$ cat src/pts_pkg.sv
// Package for the priority task scheduler: sizes, slot status codes, command codes
// and the structs shared by the slot cells and the top level. No dependencies.

package pts_pkg;

  localparam int MAX_TASKS = 8;
  localparam int SLOT_W    = (MAX_TASKS > 1) ? $clog2(MAX_TASKS) : 1;
  localparam logic [7:0] IDLE_PRIO = 8'd255;

  typedef enum logic [1:0] {
    FUNC_TICK   = 2'd0,
    FUNC_DELAY  = 2'd1,
    FUNC_CREATE = 2'd2,
    FUNC_SET    = 2'd3
  } func_t;

  typedef enum logic [1:0] {
    SLOT_READY   = 2'd0,
    SLOT_RUNNING = 2'd1,
    SLOT_BLOCKED = 2'd2
  } slot_st_t;

  typedef enum logic [1:0] {
    ST_IDLE,
    ST_APPLY,
    ST_SCAN,
    ST_COMMIT
  } ctrl_st_t;

  typedef struct packed {
    func_t       func;
    logic [31:0] amount;
    logic [7:0]  prio;
  } in_t;

  typedef struct packed {
    logic [2:0]  running_task;
    logic [31:0] tick_now;
    logic        create_ok;
    logic [2:0]  new_slot;
    logic        switched;
  } out_t;

  // Per-cell update commands from the controller.
  typedef struct packed {
    logic do_wake;
    logic do_block;
    logic to_ready;
    logic to_running;
    logic do_create;
  } cell_cmd_t;

  // Data broadcast to every cell.
  typedef struct packed {
    logic [31:0] tick;
    logic [31:0] wake_val;
    logic [7:0]  prio;
  } bcast_t;

  // Running result handed from cell to cell during a scan.
  typedef struct packed {
    logic              free_found;
    logic [SLOT_W-1:0] free_idx;
    logic              cand_found;
    logic [7:0]        best_prio;
    logic [SLOT_W-1:0] best_idx;
  } token_t;

  // Slot index reduced or extended to the three-bit result fields.
  function automatic logic [2:0] to_out3(input logic [SLOT_W-1:0] v);
    logic [SLOT_W+2:0] ext;
    ext = (SLOT_W + 3)'(v);
    return ext[2:0];
  endfunction

endpackage

$ cat src/priority_task_scheduler_with_delays.sv
// Top level of the priority task scheduler: controller, tick counter and the
// row of slot cells. Depends on pts_pkg and pts_cell.

// Fixed-priority task scheduler over a table of pts_pkg::MAX_TASKS slots, each
// held in its own cell. A command is transferred at a rising edge with start
// high and busy low; its one result is transferred on out_valid, high for a
// single cycle, and the receiver cannot stall it, so it must take every
// result as it appears. Task selection and free-slot search run as a token
// that passes down the row of cells, one slot per cycle. A tick or a delay
// therefore holds busy through an update state, the scan and a commit
// state, and no further command is taken until its result appears. A
// creation skips the update state. A write of the tick counter is answered
// in the next cycle and leaves busy low, so such commands may arrive in
// every cycle. The result always appears in a cycle with busy low.

module priority_task_scheduler_with_delays (
  input  logic           clk,
  input  logic           rst_n,
  input  logic           start,
  output logic           busy,
  input  pts_pkg::in_t   in_data,
  output logic           out_valid,
  output pts_pkg::out_t  out_data
);

  localparam int N = pts_pkg::MAX_TASKS;
  localparam int W = pts_pkg::SLOT_W;

  pts_pkg::ctrl_st_t st_r, st_nxt;
  pts_pkg::in_t      cmd_r, cmd_nxt;
  logic [31:0]       tick_r, tick_nxt;
  logic [W-1:0]      run_r, run_nxt;
  logic [W-1:0]      scan_cnt_r, scan_cnt_nxt;
  logic              out_valid_r, out_valid_nxt;
  pts_pkg::out_t     out_r, out_nxt;

  pts_pkg::cell_cmd_t cell_cmd [N];
  pts_pkg::token_t    tok_in   [N];
  pts_pkg::token_t    tok_out  [N];
  pts_pkg::bcast_t    bcast;

  logic              accept;
  logic [W-1:0]      best;
  logic              sw;
  pts_pkg::token_t   final_tok;

  assign accept    = start && !busy;
  assign busy      = (st_r != pts_pkg::ST_IDLE);
  assign final_tok = tok_out[N-1];
  assign best      = final_tok.cand_found ? final_tok.best_idx : '0;
  assign sw        = (best != run_r);

  // The delay target is computed once here and broadcast; only the running
  // cell takes it.
  always_comb begin
    bcast.tick     = tick_r;
    bcast.wake_val = tick_r + cmd_r.amount;
    bcast.prio     = cmd_r.prio;
  end

  // Controller: next state, counter updates, per-cell commands and result.
  always_comb begin
    st_nxt        = st_r;
    cmd_nxt       = cmd_r;
    tick_nxt      = tick_r;
    run_nxt       = run_r;
    scan_cnt_nxt  = scan_cnt_r;
    out_valid_nxt = 1'b0;
    out_nxt       = out_r;
    for (int i = 0; i < N; i++) begin
      cell_cmd[i] = '0;
    end

    unique case (st_r)
      pts_pkg::ST_IDLE: begin
        if (accept) begin
          cmd_nxt = in_data;
          unique case (in_data.func) inside
            pts_pkg::FUNC_TICK, pts_pkg::FUNC_DELAY: begin
              st_nxt = pts_pkg::ST_APPLY;
            end
            pts_pkg::FUNC_CREATE: begin
              st_nxt       = pts_pkg::ST_SCAN;
              scan_cnt_nxt = '0;
            end
            pts_pkg::FUNC_SET: begin
              // Counter write: no selection follows, so the answer is set up here.
              tick_nxt              = in_data.amount;
              out_valid_nxt         = 1'b1;
              out_nxt.running_task  = pts_pkg::to_out3(run_r);
              out_nxt.tick_now      = in_data.amount;
              out_nxt.create_ok     = 1'b0;
              out_nxt.new_slot      = 3'd0;
              out_nxt.switched      = 1'b0;
            end
            default: begin
              st_nxt = pts_pkg::ST_IDLE;
            end
          endcase
        end
      end

      pts_pkg::ST_APPLY: begin
        if (cmd_r.func == pts_pkg::FUNC_TICK) begin
          // Wake against the old counter value, then advance it.
          for (int i = 0; i < N; i++) begin
            cell_cmd[i].do_wake = 1'b1;
          end
          tick_nxt = tick_r + 32'd1;
        end else begin
          for (int i = 0; i < N; i++) begin
            cell_cmd[i].do_block = (run_r == W'(i));
          end
        end
        st_nxt       = pts_pkg::ST_SCAN;
        scan_cnt_nxt = '0;
      end

      pts_pkg::ST_SCAN: begin
        // Count the slots the token has passed; move on to the commit at the last one.
        scan_cnt_nxt = scan_cnt_r + W'(1);
        if (scan_cnt_r == W'(N - 1)) begin
          st_nxt = pts_pkg::ST_COMMIT;
        end
      end

      pts_pkg::ST_COMMIT: begin
        out_valid_nxt     = 1'b1;
        out_nxt.tick_now  = tick_r;
        out_nxt.create_ok = 1'b0;
        out_nxt.new_slot  = 3'd0;
        out_nxt.switched  = 1'b0;
        if (cmd_r.func == pts_pkg::FUNC_CREATE) begin
          if (final_tok.free_found) begin
            for (int i = 0; i < N; i++) begin
              cell_cmd[i].do_create = (final_tok.free_idx == W'(i));
            end
            out_nxt.create_ok = 1'b1;
            out_nxt.new_slot  = pts_pkg::to_out3(final_tok.free_idx);
          end
        end else if (sw) begin
          // The old task steps down unless it has just blocked itself.
          for (int i = 0; i < N; i++) begin
            cell_cmd[i].to_ready   = (run_r == W'(i));
            cell_cmd[i].to_running = (best == W'(i));
          end
          run_nxt          = best;
          out_nxt.switched = 1'b1;
        end
        out_nxt.running_task = pts_pkg::to_out3(run_nxt);
        st_nxt               = pts_pkg::ST_IDLE;
      end

      default: begin
        st_nxt = pts_pkg::ST_IDLE;
      end
    endcase
  end

  always_ff @(posedge clk) begin
    if (!rst_n) begin
      st_r        <= pts_pkg::ST_IDLE;
      tick_r      <= '0;
      run_r       <= '0;
      scan_cnt_r  <= '0;
      out_valid_r <= 1'b0;
    end else begin
      st_r        <= st_nxt;
      tick_r      <= tick_nxt;
      run_r       <= run_nxt;
      scan_cnt_r  <= scan_cnt_nxt;
      out_valid_r <= out_valid_nxt;
    end
  end

  always_ff @(posedge clk) begin
    cmd_r <= cmd_nxt;
    out_r <= out_nxt;
  end

  assign out_valid = out_valid_r;
  assign out_data  = out_r;

  // The row of slot cells; the token enters empty at slot 0.
  for (genvar g = 0; g < N; g++) begin : g_cell
    if (g == 0) begin : g_head
      assign tok_in[g] = '0;
    end else begin : g_link
      assign tok_in[g] = tok_out[g-1];
    end

    pts_cell u_cell (
      .clk      (clk),
      .rst_n    (rst_n),
      .slot_idx (W'(g)),
      .cmd      (cell_cmd[g]),
      .bcast    (bcast),
      .tok_in   (tok_in[g]),
      .tok_out  (tok_out[g])
    );
  end

  // A result is only ever shown while the block is free for the next command.
  a_valid_not_busy: assert property (@(posedge clk) disable iff (!rst_n)
    out_valid |-> !busy)
    else $error("result strobe while busy");

  // Every result comes from a commit or from a counter write.
  a_valid_source: assert property (@(posedge clk) disable iff (!rst_n)
    out_valid |-> ($past(st_r) == pts_pkg::ST_COMMIT) ||
                  ($past(accept) && $past(in_data.func) == pts_pkg::FUNC_SET))
    else $error("result strobe without a source");

  // A counter write is answered in the very next cycle.
  a_set_answer: assert property (@(posedge clk) disable iff (!rst_n)
    (accept && in_data.func == pts_pkg::FUNC_SET) |=> out_valid)
    else $error("counter write not answered");

  // The running slot only moves at a commit.
  a_run_stable: assert property (@(posedge clk) disable iff (!rst_n)
    (st_r != pts_pkg::ST_COMMIT) |=> $stable(run_r))
    else $error("running slot moved outside a commit");

endmodule

$ cat src/pts_cell.sv
// One slot of the task table: in-use bit, status, priority and wake tick,
// plus one stage of the selection token chain. Depends on pts_pkg.

module pts_cell (
  input  logic                      clk,
  input  logic                      rst_n,
  input  logic [pts_pkg::SLOT_W-1:0] slot_idx,
  input  pts_pkg::cell_cmd_t        cmd,
  input  pts_pkg::bcast_t           bcast,
  input  pts_pkg::token_t           tok_in,
  output pts_pkg::token_t           tok_out
);

  logic              used_r, used_nxt;
  pts_pkg::slot_st_t st_r, st_nxt;
  logic [7:0]        prio_r, prio_nxt;
  logic [31:0]       wake_r, wake_nxt;
  pts_pkg::token_t   tok_r, tok_nxt;
  logic              is_idle_slot;

  assign is_idle_slot = (slot_idx == '0);

  always_comb begin
    used_nxt = used_r;
    st_nxt   = st_r;
    prio_nxt = prio_r;
    wake_nxt = wake_r;
    if (cmd.do_wake && used_r && st_r == pts_pkg::SLOT_BLOCKED && wake_r <= bcast.tick) begin
      st_nxt = pts_pkg::SLOT_READY;
    end
    if (cmd.do_block) begin
      st_nxt   = pts_pkg::SLOT_BLOCKED;
      wake_nxt = bcast.wake_val;
    end
    if (cmd.to_ready && st_r != pts_pkg::SLOT_BLOCKED) begin
      st_nxt = pts_pkg::SLOT_READY;
    end
    if (cmd.to_running) begin
      st_nxt = pts_pkg::SLOT_RUNNING;
    end
    if (cmd.do_create) begin
      used_nxt = 1'b1;
      st_nxt   = pts_pkg::SLOT_READY;
      prio_nxt = bcast.prio;
    end
  end

  // Fold this slot into the token: first free slot, best runnable candidate.
  always_comb begin
    tok_nxt = tok_in;
    if (!used_r && !tok_in.free_found) begin
      tok_nxt.free_found = 1'b1;
      tok_nxt.free_idx   = slot_idx;
    end
    if (used_r && (st_r == pts_pkg::SLOT_READY || st_r == pts_pkg::SLOT_RUNNING) &&
        (!tok_in.cand_found || prio_r < tok_in.best_prio)) begin
      tok_nxt.cand_found = 1'b1;
      tok_nxt.best_prio  = prio_r;
      tok_nxt.best_idx   = slot_idx;
    end
  end

  always_ff @(posedge clk) begin
    if (!rst_n) begin
      used_r <= is_idle_slot;
      st_r   <= is_idle_slot ? pts_pkg::SLOT_RUNNING : pts_pkg::SLOT_BLOCKED;
      prio_r <= is_idle_slot ? pts_pkg::IDLE_PRIO : 8'd0;
      wake_r <= '0;
    end else begin
      used_r <= used_nxt;
      st_r   <= st_nxt;
      prio_r <= prio_nxt;
      wake_r <= wake_nxt;
    end
  end

  always_ff @(posedge clk) begin
    tok_r <= tok_nxt;
  end

  assign tok_out = tok_r;

endmodule
$ cat config.mk
export PLATFORM = sky130hd
export DESIGN_NAME = priority_task_scheduler_with_delays
export DESIGN_NICKNAME = d
export VERILOG_FILES = /design/src/pts_pkg.sv /design/src/priority_task_scheduler_with_delays.sv /design/src/pts_cell.sv
export SDC_FILE = /design/constraint.sdc
export NUM_CORES = 1
export LEC_CHECK = 0
export ABC_CLOCK_PERIOD_IN_PS = 5200
export BUFFER_PORTS_ARGS = -buffer_cell sky130_fd_sc_hd__buf_2
export CORE_MARGIN = 1
export CORE_UTILIZATION = 63
export DETAILED_ROUTE_END_ITERATION = 6
export HOLD_SLACK_MARGIN = 0.03
export PLACE_DENSITY = 0.79
export SYNTH_ARGS = -nofsm -noshare
export SYNTH_HDL_FRONTEND = slang
export SYNTH_SLANG_ARGS = --single-unit
$ cat constraint.sdc
create_clock -name clk -period 5.2 [get_ports clk]
set_input_delay 1.04 -clock clk [delete_from_list [all_inputs] [get_ports clk]]
set_output_delay 1.04 -clock clk [all_outputs]
set_load 0.005 [all_outputs]
# ---- Word level (Yosys, flattened, before mapping)
# Cells that the tools add are included.
dict set report totals {
  input_bits 45
  output_inout_bits 42
  register_bits 577
}
dict set report op_classes {
  n_addsub 3
  bitwise_logic 1
  reduce_logical 135
  eq_ne 60
  n_mux 128
  order_cmp 15
}
# cell n
set op_table {}
lappend op_table {{$le 32x32->1} 8}
lappend op_table {{$mux 2} 63}
lappend op_table {{$mux 32} 3}
lappend op_table {{$mux 40} 2}
lappend op_table {{$pmux 40 s2} 1}
lappend op_table {{$mux 11} 6}
lappend op_table {{$pmux 32 s2} 1}
lappend op_table {{$lt 8x8->1} 7}
lappend op_table {{$logic_and 1x1->1} 52}
lappend op_table {{$reduce_bool 5->1} 8}
lappend op_table {{$eq 3x3->1 const B} 13}
lappend op_table {{$mux 3} 13}
lappend op_table {{$add 32x1->32 const B} 1}
lappend op_table {{$add 32x32->32} 1}
lappend op_table {{$mux 1} 32}
lappend op_table {{$ne 2x2->1 const B} 14}
lappend op_table {{$reduce_bool 4->1} 7}
lappend op_table {{$eq 2x2->1 const B} 13}
lappend op_table {{$logic_not 2->1} 11}
lappend op_table {{$eq 2x1->1 const B} 10}
lappend op_table {{$logic_not 1->1} 20}
lappend op_table {{$eq 3x2->1 const B} 6}
lappend op_table {{$reduce_or 2->1} 8}
lappend op_table {{$logic_or 1x1->1} 15}
lappend op_table {{other kinds (17)} 27}

# ---- Logic depth before layout (Yosys ltp)
dict set report logic_depth {
  word_depth 11
  ltp_mapped 12
  mapped_depth_nobuf 11
}

# ---- Cells and area by module
# Synthesis repeated with hierarchy kept, for this count alone.
dict set report hier_totals {
  cells_unflattened 3262
  area_unflattened_um2 33035.4
}
# module n_inst cells_per_inst seq_area_each_um2 area_per_inst_um2
set by_module_without_submodules {}
lappend by_module_without_submodules {pts_cell 8 314 1291.2 3221.8}
lappend by_module_without_submodules {priority_task_scheduler_with_delays 1 750 3283.1 7260.7}

# ---- Worst setup path after synthesis
# Ideal clock, no wire load.
dict set report synth_timing {
  path_type {register to register}
  from {reg st_r[0]}
  to {reg out_r, in the netlist out_data[0], enable pin}
  path_buffers 2
  setup_time_ns 0.493
  slack_ns 0.658
  period_less_slack_ns 4.542
  path_stages_with_launch 6
  required_ns 4.707
  arrival_time_ns 4.050
  cell_sequence {dfxtp_1 ha_1 clkbuf_1 buf_1 inv_1 o21ai_0}
}
dict set report synth_between {
  elab_chain_len 5
  word_cells_on_any_way 9
  classes_between {3 x eq/ne; 6 x reduce/logical}
}
# element line
set synth_rtl {}
lappend synth_rtl {{start: declaration} priority_task_scheduler_with_delays.sv:29} ;# pts_pkg::ctrl_st_t st_r, st_nxt;
lappend synth_rtl {{start signal: assignment} priority_task_scheduler_with_delays.sv:162} ;# st_r <= pts_pkg::ST_IDLE;
lappend synth_rtl {{start signal: assignment} priority_task_scheduler_with_delays.sv:168} ;# st_r <= st_nxt;
lappend synth_rtl {{$reduce_bool 2->1} priority_task_scheduler_with_delays.sv:48} ;# assign busy = (st_r != pts_pkg::ST_IDLE);
lappend synth_rtl {{$logic_not 1->1} priority_task_scheduler_with_delays.sv:47} ;# assign accept = start && !busy;
lappend synth_rtl {{$logic_and 1x1->1} priority_task_scheduler_with_delays.sv:47}
lappend synth_rtl {{$ne 2x2->1 (no source line)} -}
lappend synth_rtl {{$reduce_and 3->1 (no source line) *} -}
lappend synth_rtl {{end signal: assignment} priority_task_scheduler_with_delays.sv:178} ;# out_r <= out_nxt;
lappend synth_rtl {{end: declaration} priority_task_scheduler_with_delays.sv:35} ;# pts_pkg::out_t out_r, out_nxt;
# Mark *: on every way between the ends. The rest lies on a longest branch, timed or not.
# A chain may end at the register's enable or synchronous reset.

# ---- Worst setup path in the final report
dict set report layout_timing {
  from {reg tick_r[0]}
  to {reg g_cell[7].u_cell.wake_r[28]}
}
dict set report layout_between {
  elab_chain_len 1
}
# element line
set layout_rtl {}
lappend layout_rtl {{start: declaration} priority_task_scheduler_with_delays.sv:31} ;# logic [31:0] tick_r, tick_nxt;
lappend layout_rtl {{start signal: assignment} priority_task_scheduler_with_delays.sv:169} ;# tick_r <= tick_nxt;
lappend layout_rtl {{$add 32x32->32} priority_task_scheduler_with_delays.sv:57} ;# bcast.wake_val = tick_r + cmd_r.amount;
lappend layout_rtl {{end signal: assignment} pts_cell.sv:73} ;# wake_r <= wake_nxt;
lappend layout_rtl {{end: declaration} pts_cell.sv:17} ;# logic [31:0] wake_r, wake_nxt;
# Every way passes these cells.

==> flow_summary.yaml <==
power_and_ir_drop:
  p_total_mw: 14.8
  power.density_nw_per_um2: 456
  leakagePower_nw: 14.1
  peakVddDrop_v: 0.000550
critical_path:
  cp_max_fo: 33
  cp.arrival_ns: 4.57
  worstSetupPathType: "reg2reg"
  startpoint: "tick_r[0]"
  critPathCapture: "g_cell[7].u_cell.wake_r[28]"
  reg2reg_depth: 11
  cp_cell_sequence: "ha_1 -> inv_1 -> fa_1 -> nand2b_1 -> a21oi_1 -> o21ai_2 -> a21boi_1 -> or2_1 -> a21o_2 -> mux2i_1 -> o21ai_0"
  critical-path-max-stage-delay_ns: 0.72
  startpoint_type: "register"
  reg2reg_to: "g_cell[7].u_cell.wake_r[28]"
  end_kind: "register"
  slowest_stage: "dfxtp_1"
  r2r_start: "tick_r[0]"
  cp.required_ns: 5.65
  ff2ff_setup_slack_ns: 1.08
drt:
  drt_wl_total_mm: 89.4
  viasPerCell: 6.51
  firstDrtPassIters: 7
  post_drt_wl_per_cell_um: 22.4
  vias: 26000
  dr.first_iter.drc_count: 2623
  drc: 0
  drtAntennaViolNets: 0
synthesis:
  yosys.cell_types.count: 84
  async_reset_ff_frac: 0
  syn_inst: 3324
  synth_top_family_by_area: "compound AO/OA/AOI/OAI gates"
  yosysSeqAreaShare: 0.412
  synthesis.area_um2: 29700
  synth_enable_flop_cells: 82
  synthMuxAreaShare: 0.0364
  yosysWarnings: 0
  synth_area_per_cell_um2: 8.94
  synth-simple-area-share: 0.181
  synth_compound_area_frac: 0.182
  synthAdderAreaFrac: 0.145
  ys.flop_type: "dfxtp_1"
  synthXorXnorAreaFrac: 0.00674
  synth-seq-cells: 570
  synth_nets: 3713
clock_network:
  cts_buffers: 59
  cts_tree: "yes"
  worst_skew_pair.late_latency_ns: 0.66
  htree_num_levels: 2
  clk_pin_slew_ns: 0.06
  hold_buffers: 0
  clockBufferDepth: 3
  cts_resized: 0
  cts_sinks: 570
  post-cts-setup-buffers: 0
  ctsRootBufferMaster: "clkbuf_16"
layout:
  final-instance-count-excl-fill: 3988
  area_growth_pct: 9.65
  final_util: 0.700
  finalInstanceArea_um2: 32600
  layout-drive-gt1-share: 0.103
  fin_nets: 3719
die:
  die_w_um: 219
  rows: 79
  ioPinCount: 87
  die_h_um: 219
  core-area_um2: 46600
  die_area_um2: 48000
  initial_utilization: 0.638
global_routing:
  overflow: 0
  globalRouteTotalUtil: 0.373
  antenna_found_initial: 0
  grt_pass1_vias: 25500
  grt_pass1_wl_mm: 139
  grt_max_degree: 94
sta:
  finalSetupTns_ns: 0
  fin_crit_ns: 4.12
  maxSlewViolCount: 0
  worst_slew_pin_slew_ns: 1.38
  post-route-period-util: 0.793
  grt_setup_unrepaired: "false"
  setup_viol: 0
  skew_ns: 0.0425
  hold_violations: 0
  relSlewSlack: 0.0737
  max_freq_mhz: 243
placed_design:
  port_buffers: 86
  place_area_um2: 30500
  placed_cells_incl_taps: 3876
  gp_congestion: 0.934
  dpl.hpwl_mm: 63.2
flow_run:
  cap_violations: 0
worst_hold_path:
  min_path_type: "reg2reg"
outcome:
  status: "complete, no violations"
registers in the layout, indices dropped and copies added, names as in the netlist:
register	cells
out_data	40
cmd_r	34
g_cell.u_cell.wake_r	256
g_cell.u_cell.prio_r	64
g_cell.u_cell.st_r	16
st_r	2
g_cell.u_cell.tok_out	104
out_valid	1
bcast	8
scan_cnt_r	3
tick_r	32
g_cell.u_cell.used_r	7
run_r	3
placed cells by master (no fill, tap or decap), types with 33 or more instances in the layout:
cell       instances
dfxtp_1          488
edfxtp_1          82
ha_1             341
nand2b_1          52
nor2_1           172
buf_2             85
a21o_1           129
buf_4             33
inv_1            116
nor3_1            56
o21ai_0          133
nor2b_1           49
mux2_2            80
nand2_1          466
a21oi_1          359
clkbuf_16         59
a211oi_1          34
nand3_1          115
nand4_1           90
stage by stage:
step / worst slack [ns] / hold WS [ns]
2_1_floorplan: 0.658 / 0.378
4_1_cts: 1.15 / 0.369
6_report: 1.08 / 0.367
3_3_place_gp: 1.29 / 0.360
5_1_grt: 0.845 / 0.387
3_5_place_dp: 1.20 / 0.360
synth_stat cells (5+ instances only):
cell type  number  share of area
nor2b_1        51          0.011
or4_1           5         0.0013
a311o_1         7         0.0024
a31oi_1        22         0.0046
xnor2_1         8         0.0024
o311ai_1       14         0.0041
edfxtp_1       82          0.083
or3b_2          7         0.0021
nand2_1       466          0.059
buf_1          17         0.0021
nor2_1        174          0.022
and3_1         21         0.0044
o21a_1         11         0.0028
mux2i_1        18         0.0061
nand3b_1        5         0.0013
o22ai_1        12         0.0025
nand4_1        90          0.019
inv_1         117          0.015
clkbuf_1      151          0.019
nor4_1         16         0.0034
and2_1         23         0.0048
xor2_1         13         0.0038
or3_1          21         0.0044
a21oi_1       359          0.060
a211oi_1       34         0.0086
o211ai_1       16         0.0040
nand2b_1       52          0.011
mux2_2         80          0.030
a21o_1        129          0.033
nor3_1         58         0.0098
o2111ai_1       9         0.0027
o31ai_1        17         0.0043
o21bai_1        7         0.0018
o221ai_1        8         0.0024
ha_1          343           0.14
o311ai_0       20         0.0059
dfxtp_1       488           0.33
a32oi_1         9         0.0027
a22oi_1         6         0.0015
nand3_1       116          0.020
o21ai_0       135          0.023
o21ai_2         9         0.0027
or2_2          14         0.0029
kinds of logic after synthesis:
| family | Yosys count |
|---|---|
| XOR/XNOR | 22 |
| flip-flops | 570 |
| buffers and inverters | 290 |
| multiplexers | 98 |
| adder cells (fa/ha/maj) | 344 |
| AO/OA/AOI/OAI | 863 |
| AND/OR/NAND/NOR | 1137 |
routing by layer:
layer,global-route usage,vias to the layer above,wire [um]
met5,0,-,0
met2,0.598,1145,40500
met1,0.474,12500,36900
li1,-,12000,-
met4,0.196,0,4820
met3,0.0726,292,7250
area by class of cell:
class                      instances  area (um2)
clock buffer                      83        1690
multi-input combinational       2464       16400
fill                            3537       14000
inverter                         117         447
sequential                       570       12200
clock inverter                    28         352
timing repair buffer             118         673
antenna                            1        2.50
tap                              607         759
worst min path at each step:
stage,startpoint,to,slack (ns),cells past startpoint
6_report,g_cell[1].u_cell.tok_out[12],g_cell[2].u_cell.tok_out[12],0.37,0
5_1_grt,g_cell[4].u_cell.tok_out[14],g_cell[5].u_cell.tok_out[14],0.39,1
4_1_cts,g_cell[1].u_cell.tok_out[12],g_cell[2].u_cell.tok_out[12],0.37,0
3_5_place_dp,g_cell[1].u_cell.tok_out[12],g_cell[2].u_cell.tok_out[12],0.36,0
3_3_place_gp,g_cell[1].u_cell.tok_out[12],g_cell[2].u_cell.tok_out[12],0.36,0
2_1_floorplan,g_cell[1].u_cell.used_r,g_cell[1].u_cell.tok_out[12],0.38,1
worst max-delay path, delay by kind of cell (launching register included):
kind	cells	cell delay [ns]
adder cells (fa/ha/maj)	2	0.68
buffers and inverters	1	0.06
AND/OR/NAND/NOR	2	0.37
multiplexers	1	0.58
flip-flops	1	0.72
AO/OA/AOI/OAI	5	1.49
report_power, final:
part           switching, mW  total [mW]  internal (mW)
logic                   3.56        5.07           1.51
registers              0.382        5.33           4.94
clock network           1.87        4.44           2.57
total                   5.82        14.8           9.03
Power figures use the tool's default switching activity.
